--- src/bic_pkg.sv ---
// shared constants, field widths and bank helper functions for the banked interrupt controller
package bic_pkg;

   // transaction field widths
   localparam int CMD_W  = 2;
   localparam int REG_W  = 4;
   localparam int DATA_W = 32;
   localparam int SRC_W  = 7;

   // bank organization
   localparam int NUM_BANKS = 3;
   localparam int BANK_W    = 32;

   // command codes
   localparam logic [CMD_W-1:0] CMD_READ  = 2'd0;
   localparam logic [CMD_W-1:0] CMD_WRITE = 2'd1;
   localparam logic [CMD_W-1:0] CMD_LINE  = 2'd2;
   localparam logic [CMD_W-1:0] CMD_NOP   = 2'd3;

   // register indexes
   localparam logic [REG_W-1:0] REG_PEND0 = 4'd0;
   localparam logic [REG_W-1:0] REG_PEND1 = 4'd1;
   localparam logic [REG_W-1:0] REG_PEND2 = 4'd2;
   localparam logic [REG_W-1:0] REG_EN0   = 4'd3;
   localparam logic [REG_W-1:0] REG_EN1   = 4'd4;
   localparam logic [REG_W-1:0] REG_EN2   = 4'd5;
   localparam logic [REG_W-1:0] REG_DIS0  = 4'd6;
   localparam logic [REG_W-1:0] REG_DIS1  = 4'd7;
   localparam logic [REG_W-1:0] REG_DIS2  = 4'd8;

   typedef logic [NUM_BANKS-1:0][BANK_W-1:0] bank_vec_type;

   // first source number of a bank
   function automatic int bank_base(input int b, input int basic);
      int base;
      base = 0;
      if (b == 1) base = basic;
      if (b == 2) base = basic + BANK_W;
      return base;
   endfunction

   // number of sources held in a bank, clamped to 0..32
   function automatic int bank_width(input int b, input int num, input int basic);
      int base;
      int w;
      base = bank_base(b, basic);
      w = 0;
      if (num > base) begin
         w = num - base;
         if (b == 0 && w > basic) w = basic;
         if (w > BANK_W) w = BANK_W;
      end
      return w;
   endfunction

   // mask of the bits a bank actually holds
   function automatic logic [BANK_W-1:0] bank_mask(input int w);
      logic [BANK_W-1:0] m;
      m = '0;
      for (int i = 0; i < BANK_W; i++) begin
         if (i < w) m[i] = 1'b1;
      end
      return m;
   endfunction

endpackage

--- src/bic_req_if.sv ---
// request channel interface: valid/ready handshake with command payload
interface bic_req_if;
   import bic_pkg::*;

   logic              valid;
   logic              ready;
   logic [CMD_W-1:0]  command;
   logic [REG_W-1:0]  reg_index;
   logic [DATA_W-1:0] write_data;
   logic [SRC_W-1:0]  source_id;
   logic              level;

   modport source (output valid, command, reg_index, write_data, source_id, level,
                   input ready);
   modport sink   (input valid, command, reg_index, write_data, source_id, level,
                   output ready);
endinterface

--- src/bic_rsp_if.sv ---
// response channel interface: valid/ready handshake with result payload
interface bic_rsp_if;
   import bic_pkg::*;

   logic              valid;
   logic              ready;
   logic [DATA_W-1:0] read_data;
   logic              irq_out;
   logic [SRC_W-1:0]  top_source;

   modport source (output valid, read_data, irq_out, top_source, input ready);
   modport sink   (input valid, read_data, irq_out, top_source, output ready);
endinterface

--- src/bic_prio.sv ---
// priority encoder: lowest pending enabled source across the three banks
module bic_prio #(
   parameter int NUM_SOURCES   = 72,
   parameter int BASIC_SOURCES = 8
) (
   input  bic_pkg::bank_vec_type      pending,
   output logic                       irq,
   output logic [bic_pkg::SRC_W-1:0]  top
);
   import bic_pkg::*;

   localparam int BASE1 = bank_base(1, BASIC_SOURCES);
   localparam int BASE2 = bank_base(2, BASIC_SOURCES);

   logic [NUM_BANKS-1:0] found;
   logic [NUM_BANKS-1:0][4:0] idx;

   // lowest set bit in each bank
   always_comb begin
      for (int b = 0; b < NUM_BANKS; b++) begin
         found[b] = |pending[b];
         idx[b]   = '0;
         for (int i = BANK_W - 1; i >= 0; i--) begin
            if (pending[b][i]) idx[b] = 5'(i);
         end
      end
   end

   // first non-empty bank wins
   always_comb begin
      irq = |found;
      if (found[0]) begin
         top = SRC_W'(idx[0]);
      end else if (found[1]) begin
         top = SRC_W'(BASE1) + SRC_W'(idx[1]);
      end else if (found[2]) begin
         top = SRC_W'(BASE2) + SRC_W'(idx[2]);
      end else begin
         top = SRC_W'(NUM_SOURCES);
      end
   end

endmodule

--- src/banked_interrupt_controller_unit.sv ---
// banked interrupt controller: request stage, bank state update, result stage
// path: an accepted transaction is held in the input register, then passes the
//   update logic into the result register, where its result is valid
// throughput: one transaction per cycle while the result side is not stalled; mask update
//   and priority encode are single-pass logic between the input and result registers
// reset: synchronous, clears all line levels and enables and empties both stages
module banked_interrupt_controller_unit #(
   parameter int NUM_SOURCES   = 72,
   parameter int BASIC_SOURCES = 8
) (
   input  logic       clock,
   input  logic       reset,
   bic_req_if.sink    req_chan,
   bic_rsp_if.source  rsp_chan
);
   import bic_pkg::*;

   localparam int W0 = bank_width(0, NUM_SOURCES, BASIC_SOURCES);
   localparam int W1 = bank_width(1, NUM_SOURCES, BASIC_SOURCES);
   localparam int W2 = bank_width(2, NUM_SOURCES, BASIC_SOURCES);
   localparam bank_vec_type BANK_VALID = {bank_mask(W2), bank_mask(W1), bank_mask(W0)};

   // input stage
   logic              s1_valid_ff;
   logic [CMD_W-1:0]  s1_cmd_ff;
   logic [REG_W-1:0]  s1_reg_ff;
   logic [DATA_W-1:0] s1_data_ff;
   logic [SRC_W-1:0]  s1_src_ff;
   logic              s1_level_ff;

   // bank state
   bank_vec_type line_ff, line_in;
   bank_vec_type en_ff, en_in;

   // result stage
   logic              rsp_valid_ff;
   logic [DATA_W-1:0] rsp_data_ff, rsp_data_in;
   logic              rsp_irq_ff;
   logic [SRC_W-1:0]  rsp_top_ff;

   logic              advance;
   logic              irq_next;
   logic [SRC_W-1:0]  top_next;
   bank_vec_type      pending_next;

   assign advance        = s1_valid_ff && (!rsp_valid_ff || rsp_chan.ready);
   assign req_chan.ready = !s1_valid_ff || advance;

   // input register
   always_ff @(posedge clock) begin
      if (reset) begin
         s1_valid_ff <= 1'b0;
      end else if (req_chan.ready) begin
         s1_valid_ff <= req_chan.valid;
      end
      if (req_chan.valid && req_chan.ready) begin
         s1_cmd_ff   <= req_chan.command;
         s1_reg_ff   <= req_chan.reg_index;
         s1_data_ff  <= req_chan.write_data;
         s1_src_ff   <= req_chan.source_id;
         s1_level_ff <= req_chan.level;
      end
   end

   // next bank state for the staged transaction
   always_comb begin
      line_in = line_ff;
      en_in   = en_ff;
      case (s1_cmd_ff)
         CMD_WRITE: begin
            if (s1_reg_ff inside {[REG_EN0:REG_EN2]}) begin
               for (int b = 0; b < NUM_BANKS; b++) begin
                  if (s1_reg_ff == REG_EN0 + REG_W'(b))
                     en_in[b] = (en_ff[b] | s1_data_ff) & BANK_VALID[b];
               end
            end else if (s1_reg_ff inside {[REG_DIS0:REG_DIS2]}) begin
               for (int b = 0; b < NUM_BANKS; b++) begin
                  if (s1_reg_ff == REG_DIS0 + REG_W'(b))
                     en_in[b] = en_ff[b] & ~s1_data_ff;
               end
            end
         end
         CMD_LINE: begin
            for (int b = 0; b < NUM_BANKS; b++) begin
               for (int i = 0; i < BANK_W; i++) begin
                  if (BANK_VALID[b][i] &&
                      int'(s1_src_ff) == bank_base(b, BASIC_SOURCES) + i)
                     line_in[b][i] = s1_level_ff;
               end
            end
         end
         default: begin
         end
      endcase
   end

   // register read data
   always_comb begin
      rsp_data_in = '0;
      if (s1_cmd_ff == CMD_READ) begin
         case (s1_reg_ff)
            REG_PEND0:         rsp_data_in = line_ff[0] & en_ff[0];
            REG_PEND1:         rsp_data_in = line_ff[1] & en_ff[1];
            REG_PEND2:         rsp_data_in = line_ff[2] & en_ff[2];
            REG_EN0, REG_DIS0: rsp_data_in = en_ff[0];
            REG_EN1, REG_DIS1: rsp_data_in = en_ff[1];
            REG_EN2, REG_DIS2: rsp_data_in = en_ff[2];
            default:           rsp_data_in = '0;
         endcase
      end
   end

   // pending sources after the update
   always_comb begin
      for (int b = 0; b < NUM_BANKS; b++) begin
         pending_next[b] = line_in[b] & en_in[b];
      end
   end

   bic_prio #(
      .NUM_SOURCES   (NUM_SOURCES),
      .BASIC_SOURCES (BASIC_SOURCES)
   ) u_prio (
      .pending (pending_next),
      .irq     (irq_next),
      .top     (top_next)
   );

   // bank state and result register
   always_ff @(posedge clock) begin
      if (reset) begin
         line_ff      <= '0;
         en_ff        <= '0;
         rsp_valid_ff <= 1'b0;
      end else begin
         if (advance) begin
            line_ff      <= line_in;
            en_ff        <= en_in;
            rsp_valid_ff <= 1'b1;
         end else if (rsp_chan.ready) begin
            rsp_valid_ff <= 1'b0;
         end
      end
      if (advance) begin
         rsp_data_ff <= rsp_data_in;
         rsp_irq_ff  <= irq_next;
         rsp_top_ff  <= top_next;
      end
   end

   assign rsp_chan.valid      = rsp_valid_ff;
   assign rsp_chan.read_data  = rsp_data_ff;
   assign rsp_chan.irq_out    = rsp_irq_ff;
   assign rsp_chan.top_source = rsp_top_ff;

endmodule

--- src/flat_wrapper.sv ---
// flat-port wrapper written by rule: the top's interface ports become plain ports
module banked_interrupt_controller_unit_flat import bic_pkg::*;
#(
   parameter int NUM_SOURCES   = 72,
   parameter int BASIC_SOURCES = 8
)
  (clock, reset, req_chan_valid, req_chan_command, req_chan_reg_index, req_chan_write_data, req_chan_source_id, req_chan_level, req_chan_ready, rsp_chan_valid, rsp_chan_read_data, rsp_chan_irq_out, rsp_chan_top_source, rsp_chan_ready);
  bic_req_if req_chan_i ();
  bic_rsp_if rsp_chan_i ();
  input  logic clock;
  input  logic reset;
  input wire logic [$bits(req_chan_i.valid)-1:0] req_chan_valid;
  input wire logic [$bits(req_chan_i.command)-1:0] req_chan_command;
  input wire logic [$bits(req_chan_i.reg_index)-1:0] req_chan_reg_index;
  input wire logic [$bits(req_chan_i.write_data)-1:0] req_chan_write_data;
  input wire logic [$bits(req_chan_i.source_id)-1:0] req_chan_source_id;
  input wire logic [$bits(req_chan_i.level)-1:0] req_chan_level;
  output wire logic [$bits(req_chan_i.ready)-1:0] req_chan_ready;
  output wire logic [$bits(rsp_chan_i.valid)-1:0] rsp_chan_valid;
  output wire logic [$bits(rsp_chan_i.read_data)-1:0] rsp_chan_read_data;
  output wire logic [$bits(rsp_chan_i.irq_out)-1:0] rsp_chan_irq_out;
  output wire logic [$bits(rsp_chan_i.top_source)-1:0] rsp_chan_top_source;
  input wire logic [$bits(rsp_chan_i.ready)-1:0] rsp_chan_ready;
  assign req_chan_i.valid = req_chan_valid;
  assign req_chan_i.command = req_chan_command;
  assign req_chan_i.reg_index = req_chan_reg_index;
  assign req_chan_i.write_data = req_chan_write_data;
  assign req_chan_i.source_id = req_chan_source_id;
  assign req_chan_i.level = req_chan_level;
  assign req_chan_ready = req_chan_i.ready;
  assign rsp_chan_valid = rsp_chan_i.valid;
  assign rsp_chan_read_data = rsp_chan_i.read_data;
  assign rsp_chan_irq_out = rsp_chan_i.irq_out;
  assign rsp_chan_top_source = rsp_chan_i.top_source;
  assign rsp_chan_i.ready = rsp_chan_ready;
  banked_interrupt_controller_unit #(.NUM_SOURCES(NUM_SOURCES), .BASIC_SOURCES(BASIC_SOURCES)) u_core (.clock(clock), .reset(reset), .req_chan(req_chan_i), .rsp_chan(rsp_chan_i));
endmodule
--- config.mk ---
export PLATFORM = sky130hd
export DESIGN_NAME = banked_interrupt_controller_unit_flat
export DESIGN_NICKNAME = d
export VERILOG_FILES = /design/src/bic_pkg.sv /design/src/bic_req_if.sv /design/src/bic_rsp_if.sv /design/src/bic_prio.sv /design/src/banked_interrupt_controller_unit.sv /design/src/flat_wrapper.sv
export SDC_FILE = /design/constraint.sdc
export NUM_CORES = 1
export LEC_CHECK = 0
export BUFFER_PORTS_ARGS = -buffer_cell sky130_fd_sc_hd__buf_4
export CAP_MARGIN = 25
export CORE_MARGIN = 1
export CORE_UTILIZATION = 35
export CTS_BUF_LIST = sky130_fd_sc_hd__clkbuf_2
export CTS_CLUSTER_DIAMETER = 50
export DETAILED_ROUTE_END_ITERATION = 10
export SYNTH_ARGS = -nofsm -noshare
export SYNTH_HDL_FRONTEND = slang
export SYNTH_SLANG_ARGS = --single-unit
--- constraint.sdc ---
create_clock -name clock -period 8.2 [get_ports clock]
set_input_delay 0.41 -clock clock [delete_from_list [all_inputs] [get_ports clock]]
set_output_delay 0.41 -clock clock [all_outputs]
set_load 0.005 [all_outputs]
==> results.toml, run 1 <==
[power_and_ir_drop]
pwr-share-seq = 0.520
p_int_mw = 1.827
p_per_area_nw_per_um2 = 157.4
p_clk_frac = 0.377
p_comb_frac = 0.103
p_leak_nw = 5.785
p_switching_mw = 0.7986
sw_frac_of_total = 0.3041
vdd_drop_max_v = 0.00008914

[grt]
grt_usage = 0.3155
grt-ovfl-total = 0
first_global_vias = 14750
grt_pass1_wl_mm = 97.88
grt_antenna_before_repair = 2
grt_max_degree = 138

[yosys]
synth-main-ff-cell = "dfxtp_1"
synth_top_area_cell = "dfxtp_1"
synth_area_leaders = "dfxtp_1, edfxtp_1, a21oi_1"
synth_most_common_cell = "dfxtp_1"
syn_area_um2 = 14370
syn_nets = 1758
netlist-cell-type-count = 79
ys_warn_count = 0
synth_common_cells = "dfxtp_1, a21oi_1, nand2_1, nor2_1, o21ai_0"
yosysSeqAreaShare = 0.4166
synth_edf_count = 86
ys_ff_latch = 256
synth_top_area_share = 0.2369
avgSynthCellArea_um2 = 8.422
ys_async_sr_fraction = 0
syn_inst = 1706

[cells_and_area]
final_util = 0.4162
finalNonFillerCells = 2380
final_area_um2 = 16690
fin_nets = 1854
n_fill_cell = 3998
syn2layout_area_growth_pct = 16.14
drive_above_1_share = 0.1645

[outcome]
status = "completed"

[clock_network]
clk_latency_ps = 930
clk_pin_slew_ps = 110
post-cts-setup-buffers = 0
cts.sinks = 256
cts_buffers = 70
cts.path.max_buffers = 3
htree_levels = 3
clockRootBuffer = "clkbuf_2"
cts_tree = "yes"

[place]
dp_hpwl_mm = 43.85
numPortBuffers = 91
placed_area_um2 = 15520
place_inst = 2204
gp_congestion = 0.9657

[sta]
finClkSkew_ps = 77.65
fin_crit_sh = 0.5611
rsz0062_at_grt = "no"
hold_ws_ps = 203.3
setup_viol = 0
worst_pin_slew_ps = 1178
fin_tns_setup_ps = 0
period_needed_ps = 4601
slew_viol_final = 0
fmax_mhz = 217.3
slew_headroom = 0.2116
hold_violations = 0

[detailed_routing]
drt_iter0_markers = 1988
wl_per_cell_um = 28.11
vias = 15680
drc = 0
dr.pass1.iters = 6
viasPerCell = 6.588
totalWireLength_mm = 66.91
ant_nets = 0

[run]
maxCapViolations = 0

[floorplanning]
start_util = 0.3583
io_pins = 92
die_x_um = 204.6
die_area_um2 = 41870
fp-row-count = 73
core_um2 = 40100
die_height_um = 204.6

[setup_path]
cp-end-kind = "flop"
reg2reg_depth = 11
cp.arrival_ps = 5250
required_ps = 8850
critPathKind = "flop to flop"
critPathLaunchType = "flop"
crit_fanout = 32

[worst_hold_path]
holdPathStages = 2
worstHoldPathType = "input port to flop"
final cells by class:
type                    instances  area, um^2  area share
inverters                       8       30.03    0.001800
repair buffers                189        1599     0.09582
clock buffers                 108       540.5     0.03239
flip-flops and latches        256        5986      0.3587
multi-input cells            1277        7760      0.4650
clock inverters                16       112.6    0.006748
well taps                     525       656.9     0.03936
diodes                          1       2.502   0.0001500
logic make-up after synthesis:
group | count (synthesis) | share of synthesized area
xor gates and xnor gates | 1 | 0.0006097
muxes | 8 | 0.006008
adders and majority gates | 2 | 0.001741
buffers and inverters | 173 | 0.05050
and+or+nand+nor | 624 | 0.2305
AOI/OAI and AO/OA | 642 | 0.2941
DFF | 256 | 0.4166
layout by cell type (no fill, tap or decap), drive strengths merged, types with 9 or more instances in the layout:
cell type / instances
edfxtp: 86
nor3: 16
buf: 139
o31ai: 60
nor4b: 9
a21o: 45
nand2b: 9
dfxtp: 170
nand2: 160
nand4: 53
dlygate4sd3: 50
a211oi: 61
clkbuf: 108
nor2: 143
and2: 18
nand3: 100
and3b: 27
a221oi: 20
clkinv: 12
a22oi: 19
a21oi: 162
nand3b: 24
a31oi: 57
inv: 10
or3: 13
a222oi: 32
a311oi: 10
o21ai: 144
final timing paths:
check | slack, ps | to | startpoint
hold reg to reg | 480 | u_core.en_ff[47] | u_core.en_ff[47]
setup / recovery | 3600 | u_core.rsp_chan.top_source[0] | u_core.s1_cmd_ff[1]
hold / removal | 200 | u_core.s1_level_ff | req_chan_level
setup reg to reg | 3600 | u_core.rsp_chan.top_source[0] | u_core.s1_cmd_ff[1]
timing repair:
item / CTS / global route
resized for setup: 0 / 0
hold endpoints to repair: 81 / 0
hold buffers: 50 / 0
metrics by stage:
| step | power (mW) | setup slack [ps] |
|---|---|---|
| floorplan | 1.513 | 4925 |
| global placement | 1.630 | 3727 |
| detailed placement | 1.635 | 3792 |
| CTS | 2.640 | 3785 |
| global route | 2.716 | 3555 |
| finish | 2.626 | 3599 |
sequential cells by signal, summed over array words and instances (netlist names):
name                        count
u_core.s1_src_ff                7
u_core.en_ff                   96
u_core.s1_reg_ff                4
u_core.s1_level_ff              1
u_core.rsp_chan.read_data      32
u_core.rsp_chan.top_source      7
u_core.line_ff                 72
u_core.s1_data_ff              32
u_core.rsp_chan.valid           1
u_core.s1_cmd_ff                2
u_core.s1_valid_ff              1
u_core.rsp_chan.irq_out         1
worst max-delay path, stage by stage, from the launching register on:
cell and delay (ps):
edfxtp_1 330, buf_4 370, nand4b_1 920, buf_4 510
nor2_1 430, nand2_1 250, a22oi_1 340, nand4_1 220
nor4_4 430, nor2b_4 100, nor3b_2 170, a211o_1 280
layer usage:
metal / vias to the layer above / GRT usage / share of wire
li1: 6769 / - / -
met5: - / 0 / 0
met3: 238 / 0.07302 / 0.11
met1: 7579 / 0.4213 / 0.41
met2: 1094 / 0.4748 / 0.43
met4: 0 / 0.1564 / 0.049
power groups by stage:
stage	sequential (mW)	clock, mW	combinational [mW]
3_3_place_gp	1.39	0	0.238
4_1_cts	1.36	1.01	0.261
3_5_place_dp	1.39	0	0.242
5_1_grt	1.37	1.07	0.280
6_report	1.37	0.989	0.272
2_1_floorplan	1.38	0	0.134
No activity file was read; power rests on OpenSTA's default activity.
==> inputs of run 2 (changes only) <==
clock period = 4.8 ns   (was 8.2 ns; I/O delays follow)
==> run 2 against run 1 <==
  * Wire length grew 0.86%
  * Highest routed layer unchanged
  * Critical endpoint is now u_core.rsp_chan.top_source[6]
  * First-iteration DRC count grew 19%
  * Global-route usage grew 0.48 points
==> results.toml, run 2 (synthesis results as in run 1) <==
[outcome]
status = "completed"

[grt]
grt-ovfl-total = 0
grt_usage = 0.3203
grt_max_degree = 99
first_global_vias = 15100
grt_antenna_before_repair = 1
grt_pass1_wl_mm = 99.06

[sta]
slew_viol_final = 0
finClkSkew_ps = 148.0
worst_pin_slew_ps = 1118
period_needed_ps = 4270
hold_violations = 0
slew_headroom = 0.2545
fmax_mhz = 234.2
setup_viol = 0
rsz0062_at_grt = "no"
fin_tns_setup_ps = 0
fin_crit_sh = 0.8896

[power_and_ir_drop]
p_clk_frac = 0.375
sw_frac_of_total = 0.3062
pwr-share-seq = 0.514
p_per_area_nw_per_um2 = 259.5
p_comb_frac = 0.111
p_switching_mw = 1.394
p_leak_nw = 6.231
p_int_mw = 3.159
vdd_drop_max_v = 0.0001580

[worst_hold_path]
worstHoldPathType = "input port to flop"
worstHoldStart = "rsp_chan_ready"
holdPathStages = 5
hold_end = "u_core.rsp_chan.valid"

[place]
gp_congestion = 1.022
place_inst = 2249
numPortBuffers = 91
dp_hpwl_mm = 45.42

[setup_path]
cpLargestDelayFamily = "simple AND/OR/NAND/NOR gates"
max_stage_delay_ps = 1070
critPathKind = "flop to flop"
r2r_start = "u_core.s1_reg_ff[2]"
cp_slowest_cell = "or4b_1"
cp-end-kind = "flop"
cp.arrival_ps = 4990
rrSetupSlack_ps = 530
crit_fanout = 22
cp.buffers_inverters = 0
path_depth = 9
reg2reg_depth = 9
crit_path_cell_trace = "or4b_1, o21ai_0, o21ai_0, a32oi_1, nand4_1, nor3_1, ha_1, nor2_1, nor2_1"
r2r_end = "u_core.rsp_chan.top_source[6]"
required_ps = 5520
critPathLaunchType = "flop"

[detailed_routing]
drt_iter0_markers = 2372
viasPerCell = 6.435
dr.pass1.iters = 9
ant_nets = 0
vias = 15940
totalWireLength_mm = 67.48
wl_per_cell_um = 27.24
drc = 0

[clock_network]
htree_levels = 3
clk_pin_slew_ps = 90
post-cts-setup-buffers = 0
cts.sinks = 256
cts.path.max_buffers = 3
clk_latency_ps = 1040
cts_buffers = 71
clockRootBuffer = "clkbuf_2"
cts_tree = "yes"

[floorplanning]
io_pins = 92
fp-row-count = 73
core_um2 = 40100
start_util = 0.3583
die_height_um = 204.6
die_area_um2 = 41870
die_x_um = 204.6

[cells_and_area]
mostFrequentLayoutCells = "buf_4, dfxtp_1, a21oi_1"
syn2layout_area_growth_pct = 22.13
largest_register = "u_core.en_ff"
finalNonFillerCells = 2477
largest_reg_flops = 96
fin_nets = 1947
drive_above_1_share = 0.1784
top_regs = "u_core.en_ff x96, u_core.line_ff x72"
mostFrequentLayoutCell = "buf_4"

[run]
maxCapViolations = 0
==> run 2: cell types whose count changed in the layout (fill, tap and decap cells not counted), moves of 2 or more <==
cell / delta
dlygate4sd3_1: +47
buf_12: +4
clkbuf_2: -2
clkinv_1: +2
nor2_2: -3
clkinv_2: +6
buf_4: +42
nor2_1: +3
==> run 2: routing by layer <==
metal | global-route usage | share of wire | wire length (um)
met5 | 0 | 0 | 0
met4 | 0.1655 | 0.054 | 3626
met3 | 0.07986 | 0.12 | 7873
met2 | 0.4764 | 0.43 | 28690
met1 | 0.4265 | 0.40 | 27300
==> run 2: cell type report <==
| class | count | area (um^2) |
|---|---|---|
| Clock inverter | 23 | 146.4 |
| Tap cell | 525 | 656.9 |
| Sequential cell | 256 | 5986 |
| Multi-Input combinational cell | 1277 | 7747 |
| Antenna cell | 1 | 2.502 |
| Inverter | 8 | 30.03 |
| Fill cell | 3976 | 22550 |
| Clock buffer | 106 | 530.5 |
| Timing Repair Buffer | 281 | 2450 |
==> run 2: worst max-delay path by stage <==
stage	slack, ps	endpoint	from
2_1_floorplan	1530	u_core.rsp_chan.top_source[4]	u_core.s1_src_ff[2]
3_3_place_gp	810	u_core.rsp_chan.top_source[0]	u_core.s1_reg_ff[2]
3_5_place_dp	750	u_core.rsp_chan.top_source[0]	u_core.s1_reg_ff[2]
4_1_cts	690	u_core.rsp_chan.top_source[6]	u_core.s1_reg_ff[2]
5_1_grt	460	u_core.rsp_chan.top_source[6]	u_core.s1_reg_ff[2]
6_report	530	u_core.rsp_chan.top_source[6]	u_core.s1_reg_ff[2]
==> run 2: worst register-to-register path, cell delays in order (launching register included) <==
cell and delay [ps]:
edfxtp_1 640, or4b_1 1070, o21ai_0 350, o21ai_0 170, a32oi_1 500, nand4_1 370
nor3_1 390, ha_1 220, nor2_1 50, nor2_1 280
==> run 2: repair_timing <==
item                      in CTS  in global routing
resized for setup              0                  0
hold endpoints to repair     122                  0
hold buffers                  97                  0
==> run 2: power by group through the flow <==
stage                     Sequential [mW]  Combinational, mW  Clock, mW
after CTS                            2.34              0.483       1.75
after floorplan                      2.36              0.230          0
after detailed placement             2.39              0.421          0
final                                2.34              0.504       1.71
after global placement               2.39              0.418          0
after global routing                 2.34              0.521       1.85
==> run 2: per-stage QoR <==
| step | util | hold slack (ps) | setup slack, ps | area, um^2 | power [mW] |
|---|---|---|---|---|---|
| after detailed placement | 0.3961 | 419.3 | 754.0 | 15880 | 2.807 |
| final | 0.4377 | 114.3 | 530.1 | 17550 | 4.554 |
| after global placement | 0.3951 | 418.3 | 810.7 | 15840 | 2.804 |
| after floorplan | - | 338.9 | 1525 | 14370 | 2.585 |
| after CTS | 0.4372 | 28.16 | 686.7 | 17530 | 4.569 |
| after global routing | 0.4377 | 132.1 | 458.8 | 17550 | 4.715 |
